[config.mk]
export PLATFORM = sky130hd
export DESIGN_NAME = single_wire_sensor_edge_decoder_top_flat
export DESIGN_NICKNAME = d
export VERILOG_FILES = /design/src/design/swsed_pkg.sv /design/src/design/swsed_in_if.sv /design/src/design/swsed_out_if.sv /design/src/design/swsed_cfg_if.sv /design/src/design/swsed_cfg_regs.sv /design/src/design/single_wire_sensor_edge_decoder_top.sv /design/src/flat_wrapper.sv
export SDC_FILE = /design/constraint.sdc
export NUM_CORES = 1
export LEC_CHECK = 0
export BUFFER_PORTS_ARGS = -buffer_cell sky130_fd_sc_hd__clkbuf_2
export CORE_ASPECT_RATIO = 2
export CORE_MARGIN = 2
export CORE_UTILIZATION = 55
export DETAILED_ROUTE_END_ITERATION = 6
export PLACE_DENSITY_LB_ADDON = 0.1
export SYNTH_ARGS = -nofsm -noshare
export SYNTH_HDL_FRONTEND = slang
export SYNTH_HIERARCHICAL = 1
export SYNTH_SLANG_ARGS = --single-unit
[constraint.sdc]
create_clock -name clk -period 8.3 [get_ports clk]
set_clock_uncertainty 0.15 [all_clocks]
set_input_delay 0.83 -clock clk [delete_from_list [all_inputs] [get_ports clk]]
set_output_delay 0.83 -clock clk [all_outputs]
set_load 0.1 [all_outputs]
[src/design/swsed_pkg.sv]
// Shared types and constants for the single-wire sensor edge decoder.
package swsed_pkg;

  typedef enum logic [1:0] {
    PH_INVALID = 2'd0,
    PH_WAKING  = 2'd1,
    PH_READING = 2'd2,
    PH_DONE    = 2'd3
  } phase_t;

  typedef enum logic [2:0] {
    OC_NONE     = 3'd0,
    OC_OK       = 3'd1,
    OC_WAKE_ERR = 3'd2,
    OC_DATA_ERR = 3'd3,
    OC_SUM_ERR  = 3'd4
  } outcome_t;

  typedef enum logic {
    OP_START = 1'b0,
    OP_EDGE  = 1'b1
  } op_t;

  localparam int unsigned CFG_IDX_W = 3;
  localparam logic [CFG_IDX_W-1:0] CFG_WAKE_MIN = 3'd0;
  localparam logic [CFG_IDX_W-1:0] CFG_WAKE_MAX = 3'd1;
  localparam logic [CFG_IDX_W-1:0] CFG_BIT_MIN  = 3'd2;
  localparam logic [CFG_IDX_W-1:0] CFG_BIT_ONE  = 3'd3;
  localparam logic [CFG_IDX_W-1:0] CFG_BIT_MAX  = 3'd4;

  localparam logic [15:0] WAKE_MIN_RST = 16'd115;
  localparam logic [15:0] WAKE_MAX_RST = 16'd190;
  localparam logic [15:0] BIT_MIN_RST  = 16'd60;
  localparam logic [15:0] BIT_ONE_RST  = 16'd100;
  localparam logic [15:0] BIT_MAX_RST  = 16'd145;

  localparam int unsigned FRAME_LEN = 5;
  localparam logic [7:0]  MAG_MASK  = 8'h7F;
  localparam logic [7:0]  SIGN_MASK = 8'h80;

  typedef struct packed {
    logic [15:0] wake_min_us;
    logic [15:0] wake_max_us;
    logic [15:0] bit_min_us;
    logic [15:0] bit_one_threshold_us;
    logic [15:0] bit_max_us;
  } cfg_t;

endpackage

[src/design/swsed_in_if.sv]
// Input channel: start requests and falling-edge timestamps.
interface swsed_in_if;
  logic              valid;
  logic              ready;
  swsed_pkg::op_t    operation;
  logic [31:0]       timestamp_us;

  modport source (output valid, output operation, output timestamp_us, input ready);
  modport sink   (input valid, input operation, input timestamp_us, output ready);
endinterface

[src/design/swsed_out_if.sv]
// Result channel: one result per accepted request.
interface swsed_out_if;
  logic                  valid;
  logic                  ready;
  logic                  start_accepted;
  logic [15:0]           elapsed_us;
  swsed_pkg::phase_t     phase;
  swsed_pkg::outcome_t   outcome;
  logic [15:0]           humidity;
  logic signed [15:0]    temperature;

  modport source (output valid, output start_accepted, output elapsed_us, output phase,
                  output outcome, output humidity, output temperature, input ready);
  modport sink   (input valid, input start_accepted, input elapsed_us, input phase,
                  input outcome, input humidity, input temperature, output ready);
endinterface

[src/design/swsed_cfg_if.sv]
// Configuration write channel: register index and write data.
interface swsed_cfg_if;
  logic                               valid;
  logic                               ready;
  logic [swsed_pkg::CFG_IDX_W-1:0]    index;
  logic [15:0]                        data;

  modport source (output valid, output index, output data, input ready);
  modport sink   (input valid, input index, input data, output ready);
endinterface

[src/design/swsed_cfg_regs.sv]
// Timing window registers written through the configuration channel.
module swsed_cfg_regs (
  input  logic            clk,
  input  logic            rst_n,
  swsed_cfg_if.sink       cfg_if,
  output swsed_pkg::cfg_t cfg
);

  swsed_pkg::cfg_t cfg_r;

  assign cfg_if.ready = 1'b1;
  assign cfg = cfg_r;

  always_ff @(posedge clk) begin
    if (!rst_n) begin
      cfg_r.wake_min_us          <= swsed_pkg::WAKE_MIN_RST;
      cfg_r.wake_max_us          <= swsed_pkg::WAKE_MAX_RST;
      cfg_r.bit_min_us           <= swsed_pkg::BIT_MIN_RST;
      cfg_r.bit_one_threshold_us <= swsed_pkg::BIT_ONE_RST;
      cfg_r.bit_max_us           <= swsed_pkg::BIT_MAX_RST;
    end else if (cfg_if.valid) begin
      // Writes to indexes past the last register are dropped.
      case (cfg_if.index)
        swsed_pkg::CFG_WAKE_MIN: cfg_r.wake_min_us          <= cfg_if.data;
        swsed_pkg::CFG_WAKE_MAX: cfg_r.wake_max_us          <= cfg_if.data;
        swsed_pkg::CFG_BIT_MIN:  cfg_r.bit_min_us           <= cfg_if.data;
        swsed_pkg::CFG_BIT_ONE:  cfg_r.bit_one_threshold_us <= cfg_if.data;
        swsed_pkg::CFG_BIT_MAX:  cfg_r.bit_max_us           <= cfg_if.data;
        default: ;
      endcase
    end
  end

endmodule

[src/design/single_wire_sensor_edge_decoder_top.sv]
// Single-wire sensor edge decoder: a start request arms a read unless one is under way, and
// each falling-edge request measures the interval since the previous edge or start, checks
// the wake-up and bit windows, shifts in 40 bits MSB first, and on the last bit checks the
// byte sum and latches humidity and the sign-magnitude temperature as two's complement.
// Every request yields exactly one result. The block takes one request per cycle while the
// result register is empty or being taken; a request goes through an input register and
// then a result register, which presents its result. The decode state is updated by
// combinational logic between those registers, which is what lets back-to-back requests
// see each other's effect. Input ready drops only while the result register is full and not being taken.
module single_wire_sensor_edge_decoder_top (
  input  logic        clk,
  input  logic        rst_n,
  swsed_in_if.sink    in_if,
  swsed_out_if.source out_if,
  swsed_cfg_if.sink   cfg_if
);

  swsed_pkg::cfg_t cfg;

  swsed_cfg_regs u_cfg_regs (
    .clk    (clk),
    .rst_n  (rst_n),
    .cfg_if (cfg_if),
    .cfg    (cfg)
  );

  // Input register. Only the low 16 bits of a timestamp affect any interval.
  logic           in_vld_r;
  swsed_pkg::op_t in_op_r;
  logic [15:0]    in_ts_r;

  // Decode state.
  swsed_pkg::phase_t   phase_r, phase_nxt;
  swsed_pkg::outcome_t outcome_r, outcome_nxt;
  logic [15:0]         last_edge_r, last_edge_nxt;
  logic [7:0]          frame_r [swsed_pkg::FRAME_LEN];
  logic [7:0]          frame_nxt [swsed_pkg::FRAME_LEN];
  logic [2:0]          bit_pos_r, bit_pos_nxt;
  logic [2:0]          byte_idx_r, byte_idx_nxt;
  logic [15:0]         humidity_r, humidity_nxt;
  logic [15:0]         temperature_r, temperature_nxt;

  // Result register.
  logic                out_vld_r;
  logic                accepted_r, accepted_nxt;
  logic [15:0]         elapsed_r, elapsed_nxt;

  logic                advance;
  logic                fire;
  logic [15:0]         dt;
  logic [7:0]          sum;
  logic [14:0]         mag;

  assign advance     = !out_vld_r || out_if.ready;
  assign in_if.ready = !in_vld_r || advance;
  assign fire        = in_vld_r && advance;
  assign dt          = in_ts_r - last_edge_r;

  always_comb begin
    phase_nxt       = phase_r;
    outcome_nxt     = outcome_r;
    last_edge_nxt   = last_edge_r;
    frame_nxt       = frame_r;
    bit_pos_nxt     = bit_pos_r;
    byte_idx_nxt    = byte_idx_r;
    humidity_nxt    = humidity_r;
    temperature_nxt = temperature_r;
    accepted_nxt    = 1'b0;
    elapsed_nxt     = '0;
    sum             = '0;
    mag             = '0;

    if (in_op_r == swsed_pkg::OP_START) begin
      if (phase_r == swsed_pkg::PH_INVALID || phase_r == swsed_pkg::PH_DONE) begin
        for (int i = 0; i < swsed_pkg::FRAME_LEN; i++) begin
          frame_nxt[i] = '0;
        end
        bit_pos_nxt   = 3'd7;
        byte_idx_nxt  = '0;
        last_edge_nxt = in_ts_r;
        phase_nxt     = swsed_pkg::PH_WAKING;
        accepted_nxt  = 1'b1;
      end
    end else begin
      elapsed_nxt   = dt;
      last_edge_nxt = in_ts_r;
      case (phase_r)
        swsed_pkg::PH_WAKING: begin
          if (dt >= cfg.wake_min_us && dt <= cfg.wake_max_us) begin
            phase_nxt = swsed_pkg::PH_READING;
          end else begin
            outcome_nxt = swsed_pkg::OC_WAKE_ERR;
            phase_nxt   = swsed_pkg::PH_INVALID;
          end
        end
        swsed_pkg::PH_READING: begin
          if (dt < cfg.bit_min_us || dt > cfg.bit_max_us ||
              byte_idx_r >= 3'(swsed_pkg::FRAME_LEN)) begin
            outcome_nxt = swsed_pkg::OC_DATA_ERR;
            phase_nxt   = swsed_pkg::PH_INVALID;
          end else begin
            if (dt > cfg.bit_one_threshold_us) begin
              frame_nxt[byte_idx_r][bit_pos_r] = 1'b1;
            end
            if (bit_pos_r == 3'd0) begin
              bit_pos_nxt  = 3'd7;
              byte_idx_nxt = byte_idx_r + 3'd1;
              if (byte_idx_r == 3'(swsed_pkg::FRAME_LEN - 1)) begin
                // Last bit of the frame: the checksum sees the byte just completed.
                sum = frame_nxt[0] + frame_nxt[1] + frame_nxt[2] + frame_nxt[3];
                if (frame_nxt[4] != sum) begin
                  outcome_nxt = swsed_pkg::OC_SUM_ERR;
                  phase_nxt   = swsed_pkg::PH_INVALID;
                end else begin
                  humidity_nxt = {frame_nxt[0], frame_nxt[1]};
                  mag = {7'(frame_nxt[2] & swsed_pkg::MAG_MASK), frame_nxt[3]};
                  if ((frame_nxt[2] & swsed_pkg::SIGN_MASK) != 8'd0) begin
                    temperature_nxt = 16'd0 - {1'b0, mag};
                  end else begin
                    temperature_nxt = {1'b0, mag};
                  end
                  outcome_nxt = swsed_pkg::OC_OK;
                  phase_nxt   = swsed_pkg::PH_DONE;
                end
              end
            end else begin
              bit_pos_nxt = bit_pos_r - 3'd1;
            end
          end
        end
        default: ;
      endcase
    end
  end

  always_ff @(posedge clk) begin
    if (!rst_n) begin
      in_vld_r <= 1'b0;
    end else if (in_if.ready) begin
      in_vld_r <= in_if.valid;
    end
    if (in_if.valid && in_if.ready) begin
      in_op_r <= in_if.operation;
      in_ts_r <= in_if.timestamp_us[15:0];
    end
  end

  always_ff @(posedge clk) begin
    if (!rst_n) begin
      phase_r       <= swsed_pkg::PH_INVALID;
      outcome_r     <= swsed_pkg::OC_NONE;
      last_edge_r   <= '0;
      bit_pos_r     <= 3'd7;
      byte_idx_r    <= '0;
      humidity_r    <= '0;
      temperature_r <= '0;
      for (int i = 0; i < swsed_pkg::FRAME_LEN; i++) begin
        frame_r[i] <= '0;
      end
    end else if (fire) begin
      phase_r       <= phase_nxt;
      outcome_r     <= outcome_nxt;
      last_edge_r   <= last_edge_nxt;
      bit_pos_r     <= bit_pos_nxt;
      byte_idx_r    <= byte_idx_nxt;
      humidity_r    <= humidity_nxt;
      temperature_r <= temperature_nxt;
      frame_r       <= frame_nxt;
    end
  end

  always_ff @(posedge clk) begin
    if (!rst_n) begin
      out_vld_r <= 1'b0;
    end else if (advance) begin
      out_vld_r <= in_vld_r;
    end
    if (fire) begin
      accepted_r <= accepted_nxt;
      elapsed_r  <= elapsed_nxt;
    end
  end

  // Phase, outcome and readings in the result are the state left by that request, which
  // stays in place until the next request advances.
  assign out_if.valid          = out_vld_r;
  assign out_if.start_accepted = accepted_r;
  assign out_if.elapsed_us     = elapsed_r;
  assign out_if.phase          = phase_r;
  assign out_if.outcome        = outcome_r;
  assign out_if.humidity       = humidity_r;
  assign out_if.temperature    = temperature_r;

endmodule
[src/flat_wrapper.sv]
// flat-port wrapper written by rule: the top's interface ports become plain ports
module single_wire_sensor_edge_decoder_top_flat 
  (clk, rst_n, in_if_valid, in_if_operation, in_if_timestamp_us, in_if_ready, out_if_valid, out_if_start_accepted, out_if_elapsed_us, out_if_phase, out_if_outcome, out_if_humidity, out_if_temperature, out_if_ready, cfg_if_valid, cfg_if_index, cfg_if_data, cfg_if_ready);
  swsed_in_if in_if_i ();
  swsed_out_if out_if_i ();
  swsed_cfg_if cfg_if_i ();
  input  logic clk;
  input  logic rst_n;
  input wire logic [$bits(in_if_i.valid)-1:0] in_if_valid;
  input wire logic [$bits(in_if_i.operation)-1:0] in_if_operation;
  input wire logic [$bits(in_if_i.timestamp_us)-1:0] in_if_timestamp_us;
  output wire logic [$bits(in_if_i.ready)-1:0] in_if_ready;
  output wire logic [$bits(out_if_i.valid)-1:0] out_if_valid;
  output wire logic [$bits(out_if_i.start_accepted)-1:0] out_if_start_accepted;
  output wire logic [$bits(out_if_i.elapsed_us)-1:0] out_if_elapsed_us;
  output wire logic [$bits(out_if_i.phase)-1:0] out_if_phase;
  output wire logic [$bits(out_if_i.outcome)-1:0] out_if_outcome;
  output wire logic [$bits(out_if_i.humidity)-1:0] out_if_humidity;
  output wire logic [$bits(out_if_i.temperature)-1:0] out_if_temperature;
  input wire logic [$bits(out_if_i.ready)-1:0] out_if_ready;
  input wire logic [$bits(cfg_if_i.valid)-1:0] cfg_if_valid;
  input wire logic [$bits(cfg_if_i.index)-1:0] cfg_if_index;
  input wire logic [$bits(cfg_if_i.data)-1:0] cfg_if_data;
  output wire logic [$bits(cfg_if_i.ready)-1:0] cfg_if_ready;
  assign in_if_i.valid = in_if_valid;
  assign in_if_i.operation = in_if_operation;
  assign in_if_i.timestamp_us = in_if_timestamp_us;
  assign in_if_ready = in_if_i.ready;
  assign out_if_valid = out_if_i.valid;
  assign out_if_start_accepted = out_if_i.start_accepted;
  assign out_if_elapsed_us = out_if_i.elapsed_us;
  assign out_if_phase = out_if_i.phase;
  assign out_if_outcome = out_if_i.outcome;
  assign out_if_humidity = out_if_i.humidity;
  assign out_if_temperature = out_if_i.temperature;
  assign out_if_i.ready = out_if_ready;
  assign cfg_if_i.valid = cfg_if_valid;
  assign cfg_if_i.index = cfg_if_index;
  assign cfg_if_i.data = cfg_if_data;
  assign cfg_if_ready = cfg_if_i.ready;
  single_wire_sensor_edge_decoder_top u_core (.clk(clk), .rst_n(rst_n), .in_if(in_if_i), .out_if(out_if_i), .cfg_if(cfg_if_i));
endmodule
=== Yosys cells after proc, flatten, opt, wreduce, memory -nomap -nowiden ===
Index checks and enable logic that the tools add are counted.

* Bits in registers: 215
* Bits of input ports: 57

* Add/subtract/negate cells: 7
* Magnitude comparators: 10
* Equality and inequality tests: 18
* Multiplexer cells: 40
* Bitwise operators: 4
* Reduce and logical (&&, ||, !) cells: 28

{| class="wikitable"
|+ Operator list
! cell !! number
|-
| $mux W40 || 8
|-
| $mux W16 || 3
|-
| $mux W3 || 15
|-
| $or A40 B40 Y40 || 1
|-
| $gt A16 B16 Y1 || 2
|-
| $add A8 B8 Y8 || 3
|-
| $demux W8 S3 || 1
|-
| $ge A16 B16 Y1 || 1
|-
| $le A16 B16 Y1 || 1
|-
| $lt A16 B16 Y1 || 1
|-
| $sub A1 B15 Y16 const A || 1
|-
| $sub A16 B16 Y16 || 1
|-
| $mux W2 || 7
|-
| $reduce_and A2 Y1 || 6
|-
| $reduce_and A5 Y1 || 2
|-
| $mux W8 || 1
|-
| $ne A2 B2 Y1 const B || 4
|-
| $ne A4 B4 Y1 const B || 2
|-
| $ne A8 B8 Y1 || 1
|-
| $reduce_and A7 Y1 || 1
|-
| $eq A3 B2 Y1 const B || 2
|-
| $eq A3 B3 Y1 const B || 2
|-
| $logic_not A3 Y1 || 2
|-
| $ne A3 B1 Y1 const B || 2
|-
| 24 further kinds || 37
|}

=== Logic depth before layout (Yosys ltp) ===
* Depth in word-level cells: 21
* Mapped depth: 42
* Mapped depth without buffers: 38

=== By module ===
The synthesis kept the hierarchy.

{| class="wikitable"
|+ Modules (own cells, without submodules)
! module !! instances !! cells each !! area each (um2)
|-
| single_wire_sensor_edge_decoder_top || 1 || 1099 || 9430.3
|-
| swsed_cfg_regs || 1 || 295 || 3090.5
|}

=== Worst setup path after synthesis ===
No wires, ideal clock.

* Path kind: register to register
* From: register u_core.in_ts_r[0]
* To: register u_core.temperature_r[7] (netlist: u_core/out_if.temperature[7])
* Library setup time: 0.070 ns
* Data arrival time: 8.380 ns
* Required time: 8.080 ns
* Path slack: -0.300 ns
* Cell stages (with the launch flop): 43
* Buffers on the path: 4
* Period minus slack after synthesis: 8.600 ns
* Cells stage by stage: edfxtp_1 inv_1 ha_1 inv_1 fa_1 a21o_1 a21oi_1 nor2b_1 o21a_1 o22a_1 nand4_1 a31oi_1 a31oi_1 xnor2_1 ha_1 nand4_1 or2_4 a211o_1 [... 7 more ...] nor2_1 ha_1 or2_2 fa_1 ha_1 inv_1 fa_1 nor2b_1 o21a_1 o21a_1 nor2_1 mux2_2 a211oi_1 o221ai_1 or4_4 buf_6 or4_1 o21ai_1

* Cells in the longest elaborated chain, start to end: 12

{| class="wikitable"
|+ Ends and longest elaborated chain
! item !! line !! RTL
|-
| from (decl) || single_wire_sensor_edge_decoder_top.sv:30 || <nowiki>logic [15:0] in_ts_r;</nowiki>
|-
| from (signal assigned) || single_wire_sensor_edge_decoder_top.sv:144 || <nowiki>in_ts_r <= in_if.timestamp_us[15:0];</nowiki>
|-
| $sub A16 B16 Y16 * || single_wire_sensor_edge_decoder_top.sv:57 || <nowiki>assign dt = in_ts_r - last_edge_r;</nowiki>
|-
| net u_core.dt[14] || single_wire_sensor_edge_decoder_top.sv:50 || <nowiki>logic [15:0] dt;</nowiki>
|-
| $gt A16 B16 Y1 || single_wire_sensor_edge_decoder_top.sv:102 || <nowiki>if (dt > cfg.bit_one_threshold_us) begin</nowiki>
|-
| $mux W40 || single_wire_sensor_edge_decoder_top.sv:102 ||
|-
| $mux W40 || single_wire_sensor_edge_decoder_top.sv:97 || <nowiki>if (dt < cfg.bit_min_us || dt > cfg.bit_max_us ||</nowiki>
|-
| $mux W40 || single_wire_sensor_edge_decoder_top.sv:87 || <nowiki>case (phase_r)</nowiki>
|-
| $mux W40 || single_wire_sensor_edge_decoder_top.sv:73 || <nowiki>if (in_op_r == swsed_pkg::OP_START) begin</nowiki>
|-
| $add A8 B8 Y8 (3 in series) || single_wire_sensor_edge_decoder_top.sv:110 || <nowiki>sum = frame_nxt[0] + frame_nxt[1] + frame_nxt[2] + frame_nxt[3];</nowiki>
|-
| $ne A8 B8 Y1 || single_wire_sensor_edge_decoder_top.sv:111 || <nowiki>if (frame_nxt[4] != sum) begin</nowiki>
|-
| $not A1 Y1 (no line) || n/a ||
|-
| $reduce_and A7 Y1 (no line) || n/a ||
|-
| to (signal assigned) || single_wire_sensor_edge_decoder_top.sv:167 || <nowiki>temperature_r <= temperature_nxt;</nowiki>
|-
| to (decl) || single_wire_sensor_edge_decoder_top.sv:41 || <nowiki>logic [15:0] temperature_r, temperature_nxt;</nowiki>
|}

The timed path passes the listed nets; every way through them passes the cells marked *. The select of a mux whose other input is x is not followed.
A chain may end at the register's enable or synchronous reset.

=== Final worst setup path ===
* From: register u_core.in_ts_r[0]
* To: register u_core.temperature_r[9] (netlist: u_core/out_if.temperature[9])

The elaborated chain is that of the path after synthesis.

==> results.yml <==
logic_synthesis:
  syn_inst_count: 1394
  syn-num-nets: 1574
  synth.ff_latch_count: 215
  synthesis_warning_total: 6
  synth-main-ff-cell: "dfxtp_1"
  ys_async_sr_fraction: 0
  synthesis.area_mm2: 0.01252
  synth_enable_flop_cells: 34
  syn_area_per_cell_um2: 8.982
  synth.lib_cells_used.distinct: 78
  synth-seq-area-share: 0.3709
timing:
  setup_slack_ps: -254.9
  drv_slew: 0
  tightest_slew_ps: 1139
  final_critical_path_share_of_the_clock_period: 1.031
  maximum_clock_frequency_ghz: 0.1169
  timing_hold_violations_final: 0
  finalWorstPathRequiredPeriod_ps: 8555
  worst_slew_margin: 0.2369
  finalSetupViolCount: 33
  final.hold.worst_slack_ps: 300.8
  unrepaired_setup_endpoints_after_global_routing: "true"
global_routing:
  antenna_found_initial: 0
  gr-total-overflow: 0
  grt_pass1_vias: 10590
  grt_start_max_net_pins: 83
  track_usage: 0.2887
  grt_first_pass_wirelength_mm: 54.71
layout:
  fillCellCount: 1924
  ratio_of_cells_with_drive_above_1_in_the_final_layout: 0.2106
  final_design_area_no_fill_mm2: 0.01512
  n_antenna_cell: 0
  flow.area_growth_from_synthesis_pct: 20.73
  finalNetCount: 1752
power_and_ir_drop:
  ir_drop_uv: 188.5
  power.leakage_nw: 6.492
  power_density_mw_per_mm2: 173.6
die:
  die_w_um: 110.7
  die-height_um: 217.4
  die_area_mm2: 0.02406
  ios: 114
  coreArea_mm2: 0.02254
  floorplan.initialDensity: 0.5554
  rows: 78
cts:
  cts_buffers: 20
  cts_tree: "yes"
  clock_latency_ps: 520
  cts-htree-levels: 1
  clockBufferDepth: 3
  cts.clk_slew.worst_paths_ps: 70
  clock_sink_count: 215
  clock_tree.root_cell: "clkbuf_16"
setup_path:
  criticalPathCategory: "reg2reg"
  crit_path_start_kind: "flop"
  worst_reg2reg_path_length_in_cells: 39
  arrival_ps: 8840
  critical_path.max_stage_delay_ps: 570
  timing.critical_path.max_delay_family: "simple AND/OR/NAND/NOR gates"
  critical-path-slowest-cell: "or4_4"
  worst-path-stages: 39
  timing.critical_path.fanout_max: 7
  critPathCaptureType: "flop"
  crit_required_ps: 8580
  timing.critical_path.buf_inv: 8
routing:
  wl_per_cell_um: 18.85
  finalWirelength_mm: 35.18
  post-route-drc-count: 0
  vias: 10660
  firstDrtPassIters: 5
  ant_nets: 0
  first_iter_violations: 595
  routed_via_density: 5.710
place:
  dp.final_hpwl_mm: 25.18
  placed_cell_area_mm2: 0.01379
  gp_routability_congestion: 0.9183
  quantity_of_i_o_buffers_inserted_on_ports: 96
run_status:
  violations: "negative setup slack"
  run_status: "finished with violations"
worst_hold_path:
  holdCritPathClass: "reg2reg"
  holdPathStages: 2
run:
  max_cap_viol_count: 0
==> stage by stage <==
| stage | setup TNS (ps) | instances | setup WS (ps) | utilization | total power [mW] |
|---|---|---|---|---|---|
| finish | -5245 | 1866 | -254.9 | 0.6705 | 2.625 |
| global route | -17260 | 1866 | -578.5 | 0.6705 | 2.738 |
| CTS | -3223 | 1857 | -176.8 | 0.6646 | 2.637 |
| detailed placement | -19300 | 1794 | -563.2 | 0.6115 | 1.680 |
| global placement | -14760 | 1794 | -441.4 | 0.6115 | 1.666 |
| floorplan | 0 | 1394 | 10.31 | - | 1.488 |
==> where the power goes <==
group / internal, mW / switching [mW]
registers: 1.09 / 0.0140
clock network: 0.522 / 0.410
logic: 0.235 / 0.358
total: 1.84 / 0.782
==> metal layers <==
layer	global-route usage	share of wire	vias up
met3	0.02395	0.034	96
met5	0	0	-
met1	0.2831	0.34	5091
li1	-	-	5216
met4	0.1813	0.068	0
met2	0.5706	0.55	252
==> logic make-up (layout without fill, tap and decap cells) <==
logic type	after synthesis	count (layout)	synth area share
buf+inv	190	382	0.06405
flops	215	215	0.3709
xor+xnor	32	32	0.02298
fa+ha+maj	123	123	0.1301
mux	110	110	0.08804
other cells	1	1	0.0002995
compound gates	267	267	0.1363
simple gates	456	456	0.1873
==> final cells by class <==
| class | instances | area (um2) | area share |
|---|---|---|---|
| Tap cell | 280 | 350.3 | 0.02318 |
| Clock inverter | 12 | 100.1 | 0.006622 |
| Sequential cell | 215 | 4644 | 0.3073 |
| Timing Repair Buffer | 225 | 1567 | 0.1036 |
| Multi-Input combinational cell | 989 | 7463 | 0.4938 |
| Inverter | 121 | 454.2 | 0.03005 |
| Clock buffer | 24 | 536.8 | 0.03551 |
==> worst register-to-register path, delay by kind of cell, from the launching register on <==
family / cells / cell delay (ps)
and+or+nand+nor: 12 / 2560
adders and majority gates: 6 / 2050
AOI/OAI and AO/OA: 10 / 1890
buffers and inverters: 8 / 800
muxes: 2 / 550
DFF: 1 / 390
xor gates and xnor gates: 1 / 100
==> placed cells by master, fill, tap and decap left out, types with 13 or more instances in the layout <==
| cell | count |
|---|---|
| ha_1 | 106 |
| nor2_1 | 51 |
| buf_4 | 115 |
| nand3_1 | 23 |
| nand2_1 | 190 |
| a21oi_1 | 81 |
| and2_1 | 20 |
| dfxtp_1 | 181 |
| edfxtp_1 | 34 |
| clkbuf_2 | 95 |
| nand3b_1 | 13 |
| inv_1 | 116 |
| or3_1 | 13 |
| a21o_1 | 22 |
| xnor2_1 | 16 |
| a31oi_1 | 22 |
| mux2i_1 | 109 |
| clkbuf_16 | 21 |
| o21ai_0 | 38 |
| nor2b_1 | 45 |
| nand4_1 | 23 |
==> cell usage after synthesis, drive strengths merged (7+ instances only) <==
cell,n,share of area
nand2,192,0.058
dfxtp,181,0.29
inv,121,0.036
ha,111,0.11
mux2i,109,0.087
a21oi,95,0.038
nor2,54,0.017
nor2b,47,0.023
clkbuf,45,0.013
o21ai,44,0.018
edfxtp,34,0.082
a31oi,24,0.012
buf,24,0.014
a21o,23,0.014
nand3,23,0.0092
nand4,23,0.011
and2,22,0.011
xnor2,21,0.015
nor3,19,0.011
or3,14,0.0074
nand3b,13,0.0078
fa,12,0.019
nand2b,12,0.0060
o21a,11,0.0066
xor2,11,0.0077
a211oi,9,0.0058
and3,8,0.0044
o211ai,7,0.0042
or2,7,0.0037
==> repair_timing <==
| item | 4_1_cts | 5_1_grt |
|---|---|---|
| pin swaps | 39 | 13 |
| hold endpoints to repair | 0 | 0 |
| endpoints found under the setup margin | 36 | 36 |
| hold buffers | 0 | 0 |
| gates resized for setup | 64 | 17 |
| buffers inserted | 24 | 12 |
| cloned | 3 | 0 |
==> sequential cells by signal, summed over array words and instances, names as in the netlist <==
name	cells
u_core/out_if.valid	1
u_core/out_if.phase	2
u_core/out_if.outcome	3
u_core/in_ts_r	16
u_core/bit_pos_r	3
u_core/out_if.start_accepted	1
u_core/byte_idx_r	3
u_core/in_op_r	1
u_core/in_vld_r	1
u_core/out_if.elapsed_us	16
u_core/frame_r	40
u_core/out_if.temperature	16
u_core/out_if.humidity	16
u_core/last_edge_r	16
u_core/u_cfg_regs/cfg	80
==> path summary, 6_finish.rpt <==
check | end | from | slack [ps]
worst min register to register | u_core/frame_r[22]$_SDFFE_PN0P_ | u_core/frame_r[22]$_SDFFE_PN0P_ | 300
worst max-delay path | u_core/out_if.temperature[9]$_SDFFE_PN0P_ | u_core/in_ts_r[0]$_DFFE_PP_ | -250
worst min-delay path | u_core/frame_r[22]$_SDFFE_PN0P_ | u_core/frame_r[22]$_SDFFE_PN0P_ | 300
worst max register to register | u_core/out_if.temperature[9]$_SDFFE_PN0P_ | u_core/in_ts_r[0]$_DFFE_PP_ | -250
Power figures use the tool's default switching activity.
